`config.mk`:
```
export PLATFORM = sky130hd
export DESIGN_NAME = nwc_ram
export DESIGN_NICKNAME = d
export VERILOG_FILES = /design/src/rtl/core/nwc_ram.sv
export SDC_FILE = /design/constraint.sdc
export NUM_CORES = 2
export LEC_CHECK = 0
export BUFFER_PORTS_ARGS = -buffer_cell sky130_fd_sc_hd__buf_2
export CORE_MARGIN = 4
export CORE_UTILIZATION = 40
export CTS_BUF_LIST = sky130_fd_sc_hd__clkbuf_4 sky130_fd_sc_hd__clkbuf_8 sky130_fd_sc_hd__clkbuf_16
export CTS_CLUSTER_SIZE = 16
export DETAILED_ROUTE_END_ITERATION = 10
export PLACE_DENSITY = 0.61
export SYNTH_ARGS = -nofsm -noshare
export SYNTH_HDL_FRONTEND = slang
export SYNTH_SLANG_ARGS = --single-unit
```
`constraint.sdc`:
```
create_clock -name clk -period 5.9 [get_ports clk]
set_input_delay 1.475 -clock clk [delete_from_list [all_inputs] [get_ports clk]]
set_output_delay 1.475 -clock clk [all_outputs]
set_load 0.01 [all_outputs]
```
`src/rtl/core/nwc_ram.sv`:
```
// ----------------------------------------------------------------------------
// nwc_ram
// Generic single-write, single-read RAM with registered read data.
// ----------------------------------------------------------------------------
module nwc_ram #(
  parameter int WIDTH = 8,
  parameter int DEPTH = 256
) (
  input  logic                                   clk,
  input  logic                                   we,
  input  logic [((DEPTH > 1) ? $clog2(DEPTH) : 1)-1:0] waddr,
  input  logic [WIDTH-1:0]                       wdata,
  input  logic [((DEPTH > 1) ? $clog2(DEPTH) : 1)-1:0] raddr,
  output logic [WIDTH-1:0]                       rdata
);
  logic [WIDTH-1:0] mem [DEPTH];

  always_ff @(posedge clk) begin
    if (we) begin
      mem[waddr] <= wdata;
    end
    rdata <= mem[raddr];
  end
endmodule

```
**Yosys cells after proc, flatten, opt, wreduce, memory -nomap -nowiden**

Memory sizes are Yosys's and may differ from the RTL's. A register that Yosys moved wholly into a read port is not among the register bits.
Index checks and enable logic that the tools add are counted.
W data, S select, Z words.

- Register bits: 0
- Memory bits (writable): 2048
- Input port bits: 26
- Output and inout port bits: 8
- Word-level logic and storage cells: 3
- Memories: 1

Memories:

| memory | depth | bits a word | read ports | clocked after memory_dff | wr ports | line | RTL |
|---|---|---|---|---|---|---|---|
| mem | 256 | 8 | 1 | 1 | 1 | 16 | `logic [WIDTH-1:0] mem [DEPTH];` |

- Multiplexer cells: 2

Operator list:

| operator | count |
|---|---|
| $mux W1 | 2 |

**Longest topological paths before layout**

- Word-level depth: 2
- Mapped depth: 11

**Least setup slack after synthesis**

Ideal clock, no wire load.

- Kind: in2reg
- Start: input port raddr[0] in the netlist's numbering
- End: register rdata[2] (read register of mem)
- Library setup time: 0.131 ns
- Data arrival time: 3.282 ns
- Path slack: 2.487 ns
- Stages on the path: 9
- Path through: buf_6 buf_12 buf_8 buf_2 mux4_2 a22oi_1 a21oi_1 nor4_1 nor4_2

RTL lines:

| element | line | RTL |
|---|---|---|
| start, declared | 13 | `input logic [((DEPTH > 1) ? $clog2(DEPTH) : 1)-1:0] raddr,` |
| end, declared | 14 | `output logic [WIDTH-1:0] rdata` |

==> flow_metrics.env <==
export IMPL_outcome="completed"
export IMPL_vias=39100
export IMPL_yosysTopAreaCellShare_pct=77.3
export IMPL_die_area_mm2=0.206
export IMPL_critPathSlowestCell="a211oi_1"
export IMPL_rows=163
export IMPL_synth_compound_area_share_pct=3.42
export IMPL_fin_tns_setup_ns=0
export IMPL_hold_path_class="reg -> reg"
export IMPL_dr_pass1_iters=6
export IMPL_grt_overflow_total=0
export IMPL_post_cts_resized=0
export IMPL_synth_cells=3733
export IMPL_antenna_found_initial=14
export IMPL_cts_root_buf="clkbuf_16"
export IMPL_relSlewSlack_pct=4.43
export IMPL_synthMuxAreaShare_pct=14.6
export IMPL_yosysMostFrequentCell="edfxtp_1"
export IMPL_coreArea_mm2=0.198
export IMPL_drc=0
export IMPL_worstHoldStart="mem[179][1]"
export IMPL_place_hpwl_mm=122
export IMPL_area_growth_pct=13.0
export IMPL_power_density_mw_per_mm2=342
export IMPL_cp_start_kind="primary input"
export IMPL_place_congestion=0.811
export IMPL_synth_top_family_by_area="multiplexers"
export IMPL_post_cts_setup_buffers=0
export IMPL_leakagePower_uw=0.0277
export IMPL_yosys_register_bits=2056
export IMPL_post_route_util_pct=45.5
export IMPL_skew_ns=0.0268
export IMPL_clock_sinks=2056
export IMPL_holdBufCountCts=0
export IMPL_grt_pass1_wl_mm=290
export IMPL_synthXorXnorAreaFrac_pct=0
export IMPL_crit_buf_inv=5
export IMPL_grt_start_max_net_pins=157
export IMPL_synth_edf_count=2048
export IMPL_initial_core_util_pct=40.3
export IMPL_critical_path_top_delay_family="compound AO/OA/AOI/OAI gates"
export IMPL_synth_common_cells="edfxtp_1 (2048), mux4_2 (454), nor2_1 (282)"
export IMPL_cp_startpoint="raddr[0]"
export IMPL_cts_buffers=206
export IMPL_setup_viol=0
export IMPL_wl_per_cell_um=30.1
export IMPL_clk_pin_slew_ns=0.06
export IMPL_cpPeakStageDelay_ns=0.78
export IMPL_dr_first_iter_drc_count=5164
export IMPL_path_cells="buf_8, buf_4, buf_12, buf_12, mux4_2, a221oi_1, o221ai_1, a211oi_1, buf_4, nor4_1"
export IMPL_required_ns=6.57
export IMPL_grt_pass1_vias=39000
export IMPL_syn_nets=3759
export IMPL_synthFlopType="edfxtp_1"
export IMPL_port_buffers=33
export IMPL_fin_crit_sh_pct=77.4
export IMPL_die_width_um=454
export IMPL_cts_max_level=4
export IMPL_clockBufferDepth=3
export IMPL_synth_top_cell_by_area="edfxtp_1"
export IMPL_nets=3915
export IMPL_synth_fa_ha_area_share_pct=0
export IMPL_hold_violations=0
export IMPL_yosys_area_share_simple_pct=2.63
export IMPL_synth_cell_types=55
export IMPL_clk_latency_ns=0.83
export IMPL_worst_pin_slew_ns=1.40
export IMPL_worstSetupPathType="in -> reg"
export IMPL_mappedNetlistArea_mm2=0.0796
export IMPL_end_kind="flop"
export IMPL_max_freq_mhz=219
export IMPL_drt_wl_total_mm=202
export IMPL_cts_tree="done"
export IMPL_grtUsageTotal_pct=19.5
export IMPL_drive_above_1_share_pct=24.4
export IMPL_vdd_drop_max_mv=0.349
export IMPL_async_flop_share_pct=0
export IMPL_ant_nets=0
export IMPL_yosysWarnings=0
export IMPL_drv_cap=0
export IMPL_slew_violations=0
export IMPL_rsz0062_at_grt="false"
export IMPL_arrival_ns=5.24
export IMPL_ios=34
export IMPL_ys_seq_area_share_pct=77.5
export IMPL_r2r_start="mem[27][5]"
export IMPL_fin_crit_ns=4.57
export IMPL_synth_area_per_cell_um2=21.3
export IMPL_worstPathMaxFanout=36
export IMPL_routed_via_density=5.84
export IMPL_die_y_um=454
export IMPL_yosys_top_cells_area="edfxtp_1 (77%), mux4_2 (13%), mux2i_1 (1.7%)"
-- routing by layer --
layer	vias to the layer above	GRT usage, %	wire length (um)
met3	314	3.55	16100
li1	16000	-	-
met5	-	0	13
met1	21100	28.0	83200
met2	1716	30.7	96700
met4	2	5.72	6010
-- sequential cells by signal, indices dropped and copies added, names as in the netlist --
| name | cells |
|---|---|
| mem | 2048 |
| rdata | 8 |
-- layout by cell type, fill, tap and decap left out, types with 5 or more instances in the layout --
cell type  Yosys  routed
buf_2         31      22
clkinv_1       1      48
nor2b_1       31      27
nand2b_1       8       8
dfxtp_1        8       8
mux2i_1      134     134
o221ai_1      46      46
bufinv_16      0      21
a221oi_1      13      13
o211ai_1      10      10
clkbuf_16      0     210
buf_8         13      10
o22a_1         5       5
a211oi_1      16      16
nand4_1       10      10
clkbuf_4       0      48
clkinv_2       0      40
nor4_2         3       8
nor3_1        22      22
a22o_1         8       8
a21oi_1       96      96
o21ai_0       10      10
edfxtp_1    2048    2048
buf_4         27     129
mux4_2       454     454
a22oi_1      133     133
and2_1         6       5
o22ai_1       28      28
nor4_1        24      19
nand2_1       33      33
nor2_1       282     279
nand3_1       34      34
buf_12         8      20
-- logic make-up after synthesis --
kind of cell	Yosys count
compound gates	385
buf+inv	235
flops	2056
mux	591
simple gates	466
-- power by group --
group | switching, uW | internal [uW]
Sequential | 34.7 | 16100
Combinational | 973 | 500
Clock | 5460 | 7650
-- layout make-up --
class                      count  area, um2
antenna                        4       10.0
clock buffer                 258       5620
clock inverter               120       1180
fill                       16300     108000
inverter                       2       7.51
multi-input combinational   1442      16500
sequential                  2056      61700
tap                         2640       3300
timing repair buffer         181       1630
-- path summary, 6_finish.rpt --
| check | slack [ns] | to | cells after the start |
|---|---|---|---|
| worst max-delay path | 1.33 | rdata[5] | 10 |
| worst min-delay path | 1.11 | rdata[1] | 5 |
| worst max register to register | 2.79 | rdata[5] | 7 |
| worst min register to register | 1.11 | rdata[1] | 5 |
-- worst min-delay path, cell delays in order, from the launching register on --
cell      delay [ns]
edfxtp_1        0.31
mux4_2          0.24
a21oi_1         0.08
a21oi_1         0.12
nor3_1          0.06
nor4_1          0.24
-- metrics by stage --
stage               setup slack [ns]  instances  cell area [um2]  hold slack (ns)  total power [uW]
detailed placement             0.385       6321            83100             1.11             17900
global placement               0.445       6319            83100             1.12             17900
finish                          1.33       6703            89900             1.11             30700
CTS                             1.27       6699            89900             1.10             30900
floorplan                       2.49       3733            79600            0.770             17200
global route                    1.22       6701            89900             1.11             31600
(Power assumes the default switching activity.)
