### src/rtl/core/nwc_pkg.sv
// ----------------------------------------------------------------------------
// nwc_pkg
// Shared types and constants of the NFA word counter.
// ----------------------------------------------------------------------------
package nwc_pkg;

  localparam int COUNT_W = 30;
  localparam logic [COUNT_W-1:0] PRIME = 30'd1000000007;

  typedef logic [COUNT_W-1:0] count_t;

  typedef enum logic [1:0] {
    CMD_ADD     = 2'd0,
    CMD_COMPUTE = 2'd1,
    CMD_CLEAR   = 2'd2,
    CMD_NOP     = 2'd3
  } cmd_t;

  localparam logic REG_ACCEPT = 1'b0;
  localparam logic REG_LENGTH = 1'b1;

endpackage

### src/rtl/core/nwc_addmod.sv
// ----------------------------------------------------------------------------
// nwc_addmod
// Modular adder: sum of two residues, reduced once by the prime.
// ----------------------------------------------------------------------------
module nwc_addmod (
  input  nwc_pkg::count_t a,
  input  nwc_pkg::count_t b,
  output nwc_pkg::count_t sum
);
  import nwc_pkg::*;

  logic [COUNT_W:0] raw;
  logic [COUNT_W:0] red;

  always_comb begin
    raw = {1'b0, a} + {1'b0, b};
    red = raw - {1'b0, PRIME};
    sum = (raw >= {1'b0, PRIME}) ? red[COUNT_W-1:0] : raw[COUNT_W-1:0];
  end
endmodule

### config.mk
export PLATFORM = sky130hd
export DESIGN_NAME = nwc_addmod
export DESIGN_NICKNAME = d
export VERILOG_FILES = /design/src/rtl/core/nwc_pkg.sv /design/src/rtl/core/nwc_addmod.sv
export SDC_FILE = /design/constraint.sdc
export NUM_CORES = 1
export LEC_CHECK = 0
export BUFFER_PORTS_ARGS = -buffer_cell sky130_fd_sc_hd__buf_2
export CAP_MARGIN = 20
export CORE_MARGIN = 3
export CORE_UTILIZATION = 28
export DETAILED_ROUTE_END_ITERATION = 12
export PLACE_DENSITY_LB_ADDON = 0.25
export SYNTH_ARGS = -nofsm -noshare
export SYNTH_HDL_FRONTEND = slang
export SYNTH_SLANG_ARGS = --single-unit
### constraint.sdc
create_clock -name vclk -period 6.5
set_input_delay 0.65 -clock vclk [all_inputs]
set_output_delay 0.65 -clock vclk [all_outputs]
set_load 0.01 [all_outputs]
# Word-level counts from Yosys, hierarchy flattened
# Index checks and enable logic that the tools add are counted.
[classes]
div = 0
n_mul = 0
bitwise = 0
muxes = 1
n_shift = 0
eq_ne = 0
n_lt_le_gt_ge = 1
n_reduce_logical = 0
add_sub_neg = 2
[op_table]
columns = ["op", "n"]
rows = [
  ["30-bit by 30-bit adder with 31-bit output", 1],
  ["31-bit by 30-bit greater-or-equal comparator with 1-bit output, second input constant", 1],
  ["30-bit 2-to-1 mux", 1],
  ["30-bit subtractor, second input constant", 1],
]
[word_totals]
word_cells = 4
ff_bits = 0
mem_count = 0
latchBits = 0
ram_bits = 0
input_bits = 60
output_inout_bits = 30
mem_bits_ro = 0

# Logic depth before layout (Yosys ltp)
# Gate-level depths: netlist of the first run.
[depth]
word_depth = 3
ltp_mapped = 15
mapped_depth_nobuf = 14

# Least setup slack after synthesis of the first run
# OpenSTA, ideal clock, no wires.
[synth_path]
path_kind = "input port to output port"
start = "input port a[0]"
end = "output port sum[2]"
cell_stages = 14
n_path_buf = 1
required_time_ns = 5.850
path_slack_ns = 2.044
arrival_time_ns = 3.806
path_cell_list = "ha_1 -> inv_1 -> fa_1 -> nand2b_2 -> a211oi_2 -> o21ai_0 -> a2111oi_4 -> nor3_1 -> or3_1 -> o311ai_2 -> o211ai_2 -> buf_2 -> nor2_1 -> xor2_1"
[synth_between]
elab_chain_len = 3
word_cells_on_any_way = 4
classes_between = "add/sub (2); order compare (1); mux (1)"
[synth_rtl]
columns = ["element", "line", "source"]
rows = [
  ["start: declaration", "nwc_addmod.sv:6", "input nwc_pkg::count_t a,"],
  ["30-bit by 30-bit adder with 31-bit output (*)", "nwc_addmod.sv:16", "raw = {1'b0, a} + {1'b0, b};"],
  ["30-bit subtractor / 31-bit by 30-bit greater-or-equal comparator with 1-bit output (equally long branches)", "nwc_addmod.sv:17, nwc_addmod.sv:18", ""],
  ["30-bit 2-to-1 mux (*)", "nwc_addmod.sv:18", "sum = (raw >= {1'b0, PRIME}) ? red[COUNT_W-1:0] : raw[COUNT_W-1:0];"],
  ["end: declaration", "nwc_addmod.sv:8", "output nwc_pkg::count_t sum"],
]
# Mark *: on every way between the ends. The rest lies on a longest branch, timed or not.

# Worst setup path in the final report of the first run
[layout_path]
start = "input port a[3]"
end = "output port sum[8]"
# The elaborated chain is that of the path after synthesis.

==> impl_metrics.csv, run 1 <==
group,metric,value,unit
routing,ant_nets,0,
yosys,yosys.area.top_type,"ha_1",
status,status,"completed",
power,p_per_area,173,mW/mm^2
grt,overflow,0,
routing,detailroute.via_count,3239,
finish,final_nets,572,
setup_path,path_depth,14,
setup_path,path_buf_inv,3,
setup_path,path_cells,"buf_2, ha_1, nand4_1, a21oi_2, a31oi_1, xnor2_1, nand4_1, or3_1, o311ai_2, o211ai_2, buf_4, nor4_2, xnor2_1, buf_2",
timing,max_slew_margin,0.566,
grt,grt_pass1_vias,3041,
yosys,synth.area.mux_share,0.0116,
floorplan,fp.coreArea,0.00946,sq mm
timing,fin_hold_ws,1.78,ns
setup_path,cp_slowest_cell,"xnor2_1",
finish,clock_buffers,0,
timing,tightest_slew,0.646,ns
finish,synthToLayoutAreaGrowth,19.1,%
grt,grt_max_degree,24,
clock_tree,cts_resized,0,
yosys,synthTopCellsByArea,"ha_1 14%, xnor2_1 13%, a21oi_1 8.0%, nand2_1 5.1%, xor2_1 4.7%",
floorplan,rows,35,
finish,drive_above_1_share,0.245,
yosys,synth.avg_cell_area,6.92,sq um
hold_path,hold_depth,4,
grt,grt_use_total,0.142,
hold_path,holdCritPathClass,"in -> out",
finish,seq_cell_count,0,
setup_path,critPathKind,"in -> out",
setup_path,setup.worst_path.end,"sum[8]",
finish,seq_area,0,sq um
yosys,synth_common_cells,"45 x a21oi_1, 42 x xnor2_1, 38 x nand2_1",
yosys,yosysMostFrequentCell,"a21oi_1",
clock_tree,hold_buffers,0,
yosys,synth_compound_area_frac,0.343,
power,static-leakage-power,1.46,nW
yosys,synthesis.area,0.00280,sq mm
timing,finalCriticalPeriod,5.13,ns
clock_tree,cts_setup_buffers,0,
yosys,synth_fa_ha_area_frac,0.146,
setup_path,cp_max_fo,23,
yosys,synth-xor-area-share,0.178,
yosys,synth_warnings,0,
floorplan,die_area,0.0112,sq mm
place,numPortBuffers,90,
timing,finalCritPeriodShare,0.789,
yosys,yosysSeqAreaShare,0,
timing,finalSetupViolCount,0,
yosys,synth_top_area_frac,0.138,
routing,first_iter_violations,194,
yosys,yosys.area_share.simple,0.274,
timing,slew_viol_final,0,
setup_path,startpoint,"a[3]",
hold_path,min_from,"b[0]",
floorplan,die_w,106,microns
finish,n_antenna_cell,0,
routing,drcViolationCount,0,
floorplan,io_pins,90,
place,place_hpwl,7460,microns
yosys,synth_cells,405,
routing,firstDrtPassIters,5,
setup_path,arrival,4.48,ns
setup_path,worstSetupStartpointType,"primary input",
setup_path,cpLargestDelayFamily,"simple AND/OR/NAND/NOR gates",
setup_path,cp.required,5.85,ns
routing,post_drt_wl_per_cell,14.0,microns
floorplan,die_h,106,microns
floorplan,start_util,0.296,
yosys,synth_cell_types,67,
timing,hold_viol,0,
grt,grt_antenna_before_repair,0,
routing,wl,8520,microns
yosys,synth_nets,497,
power,vdd_ir_drop_max,56.0,uV
job,maxCapViolCount,0,
place,place.gp.congestion,0.881,
setup_path,slowest_delay,0.53,ns
timing,setup-tns-final,0,ns
timing,timing.fmax,0.195,GHz
yosys,synth_top_family_by_area,"compound AO/OA/AOI/OAI gates",
timing,rsz0062_at_grt,"false",
setup_path,end_kind,"primary output",
grt,grt_pass1_wl,14100,microns
routing,vias_per_cell,5.34,
[per-layer routing]
| metal | vias up | GRT usage | part of all wire |
|---|---|---|---|
| met5 | - | 0 | 0 |
| met2 | 93 | 0.230 | 0.44 |
| met3 | 6 | 0.0121 | 0.052 |
| met4 | 0 | 0.0102 | 0.0048 |
| met1 | 1483 | 0.213 | 0.50 |
| li1 | 1657 | - | - |
[worst min-delay path by stage]
| stage | endpoint |
|---|---|
| floorplan | sum[0] |
| global placement | sum[0] |
| detailed placement | sum[0] |
| CTS | sum[0] |
| global route | sum[0] |
| finish | sum[0] |
[cell type report]
| cell class | instances | area (sq um) |
|---|---|---|
| tap | 129 | 161 |
| inverter | 13 | 48.8 |
| multi-input combinational | 374 | 2670 |
| timing repair buffer | 91 | 458 |
| fill | 1077 | 6120 |
[power by group]
| part | internal, mW | switching (mW) | total (mW) |
|---|---|---|---|
| Combinational | 0.239 | 0.337 | 0.576 |
| Sequential | 0 | 0 | 0 |
| Clock | 0 | 0 | 0 |
[cells in the final DEF, fill, tap and decap left out, types with 4 or more instances in the layout]
master	count
nand2_1	38
xnor2_1	42
inv_1	13
a21oi_1	45
o21a_1	6
and4_1	4
o21ai_0	20
nand2b_1	7
nor3_1	12
a21o_1	12
xor2_1	15
o211ai_1	5
a211oi_1	5
o21ai_1	5
nor2_1	27
o21bai_1	4
nand4_1	7
or3_1	4
nand3_1	9
buf_2	90
and3_1	8
nor3_2	4
o31ai_1	4
ha_1	31
nor2b_1	4
[per-stage QoR]
step | setup WS, ns | utilization | power [mW] | cells | area [sq um]
after floorplan | 2.04 | - | 0.405 | 405 | 2800
after global placement | 1.46 | 0.353 | 0.574 | 607 | 3340
after detailed placement | 1.38 | 0.353 | 0.578 | 607 | 3340
after CTS | 1.37 | 0.353 | 0.581 | 607 | 3340
after global routing | 0.999 | 0.353 | 0.638 | 607 | 3340
final | 1.37 | 0.353 | 0.576 | 607 | 3340
[kinds of logic (layout without fill, tap and decap cells)]
kind of cell    Yosys count  after routing
xor+xnor                 57             57
mux                       3              3
buf+inv                  31            104
compound gates          140            140
fa+ha+maj                32             32
simple gates            142            142
Note: power is estimated with default switching activity, not from simulation.
==> run 2, diff against run 1 <==
==> constraint.sdc (replaced) <==
create_clock -name vclk -period 4.1
set_input_delay 0.41 -clock vclk [all_inputs]
set_output_delay 0.41 -clock vclk [all_outputs]
set_load 0.01 [all_outputs]
==> run 2 against run 1 <==
Against the previous run: the run now ends with negative setup slack left; critical path depth is 1 higher; highest routed layer unchanged; final area is 40% higher; sequential cell count stayed put; non-clock buffer count is 105 higher; via count is 12% higher; worst setup slack worse by 1.4 ns; combinational power is 140% higher.
==> impl_metrics.csv, run 2 (synthesis results as in run 1) <==
group,metric,value,unit
status,status,"finished, violations left",
status,violations,"negative setup slack",
finish,final_nets,677,
routing,vias_per_cell,5.08,
finish,fillers,964,
routing,ant_nets,0,
hold_path,holdCritPathClass,"in -> out",
setup_path,end_kind,"primary output",
timing,rsz0062_at_grt,"true",
floorplan,start_util,0.296,
grt,overflow,0,
finish,clock_buffers,0,
grt,grt_pass1_vias,3519,
floorplan,die_area,0.0112,sq mm
place,place_ws,-0.391,ns
power,vdd_ir_drop_max,151,uV
timing,slew_viol_final,0,
floorplan,io_pins,90,
setup_path,arrival,3.71,ns
setup_path,cp_max_fo,6,
setup_path,worstSetupStartpointType,"primary input",
finish,multi_input_area,0.00311,sq mm
finish,seq_area,0,sq um
floorplan,fp.coreArea,0.00946,sq mm
finish,final_common_cell,"buf_4",
routing,wl,10100,microns
timing,timing.fmax,0.243,GHz
grt,grt_use_total,0.169,
finish,seq_cell_count,0,
timing,finalCritPeriodShare,1.00,
finish,final_cell_mix,"97 x buf_4, 88 x buf_2, 38 x xnor2_1",
timing,max_slew_margin,0.621,
power,totalPowerFinal,1.36,mW
routing,firstDrtPassIters,4,
floorplan,rows,35,
routing,drcViolationCount,0,
timing,fin_hold_ws,1.23,ns
timing,hold_viol,0,
floorplan,die_w,106,microns
timing,tightest_slew,0.564,ns
hold_path,hold_depth,4,
setup_path,critPathKind,"in -> out",
finish,n_antenna_cell,0,
power,p_per_area,290,mW/mm^2
power,static-leakage-power,2.12,nW
timing,finalCriticalPeriod,4.12,ns
floorplan,die_h,106,microns
routing,first_iter_violations,216,
place,numPortBuffers,90,
grt,grt_antenna_before_repair,0,
timing,setup_slack,-0.0185,ns
grt,grt_max_degree,10,
setup_path,cp.required,3.69,ns
finish,drive_above_1_share,0.484,
place,place.gp.congestion,0.865,
place,place_hpwl,8100,microns
grt,grt_pass1_wl,16400,microns
routing,detailroute.via_count,3614,
finish,synthToLayoutAreaGrowth,66.7,%
routing,post_drt_wl_per_cell,14.1,microns
timing,finalSetupViolCount,3,
job,maxCapViolCount,0,
-- run 2: changes by cell type in the layout (fill, tap and decap cells not counted), moves of 6 or more --
cell / change
a21oi_1: -11
nor3_1: -7
buf_6: +6
buf_4: +96
a21oi_2: +9
nor2_4: +6
nor2_1: -8
-- run 2: where the power goes --
part / switching (mW) / internal (mW)
sequential: 0 / 0
combinational: 0.687 / 0.669
clock: 0 / 0
total: 0.687 / 0.669
-- run 2: critical path, cell delays in order --
cell and delay [ns]:
buf_2 0.10, ha_1 0.38, nand2_1 0.17, a211oi_4 0.07, or4_4 0.50, a2111oi_4 0.44
nor3_2 0.11, or3_4 0.39, o311ai_4 0.26, o211ai_4 0.16, buf_12 0.17, buf_16 0.13
nor3_4 0.11, xor2_1 0.15, buf_2 0.15
-- run 2: worst paths after layout --
kind,from,to,slack (ns)
min,b[0],sum[0],1.23
max,a[5],sum[7],-0.02
-- run 2: what timing repair did --
action	4_1_cts	5_1_grt
gates resized for setup	50	47
hold buffers	0	0
pin swaps	30	38
setup buffers	12	8
hold endpoints to repair	0	0
setup endpoints to repair	29	30
cloned	3	0
-- run 2: metal layers --
metal	vias to the layer above	wire (microns)	track usage
met5	-	0	0
met4	0	42	0.0148
met3	4	401	0.00911
met2	73	4900	0.296
met1	1666	4720	0.237
li1	1871	-	-
-- run 2: per-stage QoR --
| step | area [sq um] | util | cells | TNS, ns |
|---|---|---|---|---|
| final | 4670 | 0.494 | 712 | -0.0307 |
| after global routing | 4670 | 0.494 | 712 | -1.90 |
| after CTS | 4410 | 0.466 | 705 | -0.519 |
| after detailed placement | 3970 | 0.420 | 690 | -7.02 |
| after global placement | 3970 | 0.420 | 690 | -1.58 |
| after floorplan | 2800 | - | 405 | 0 |
-- run 2: final cells by class --
cell class	count	share of cell area
tap	129	0.0346
multi-input combinational	374	0.667
timing repair buffer	196	0.288
inverter	13	0.0104
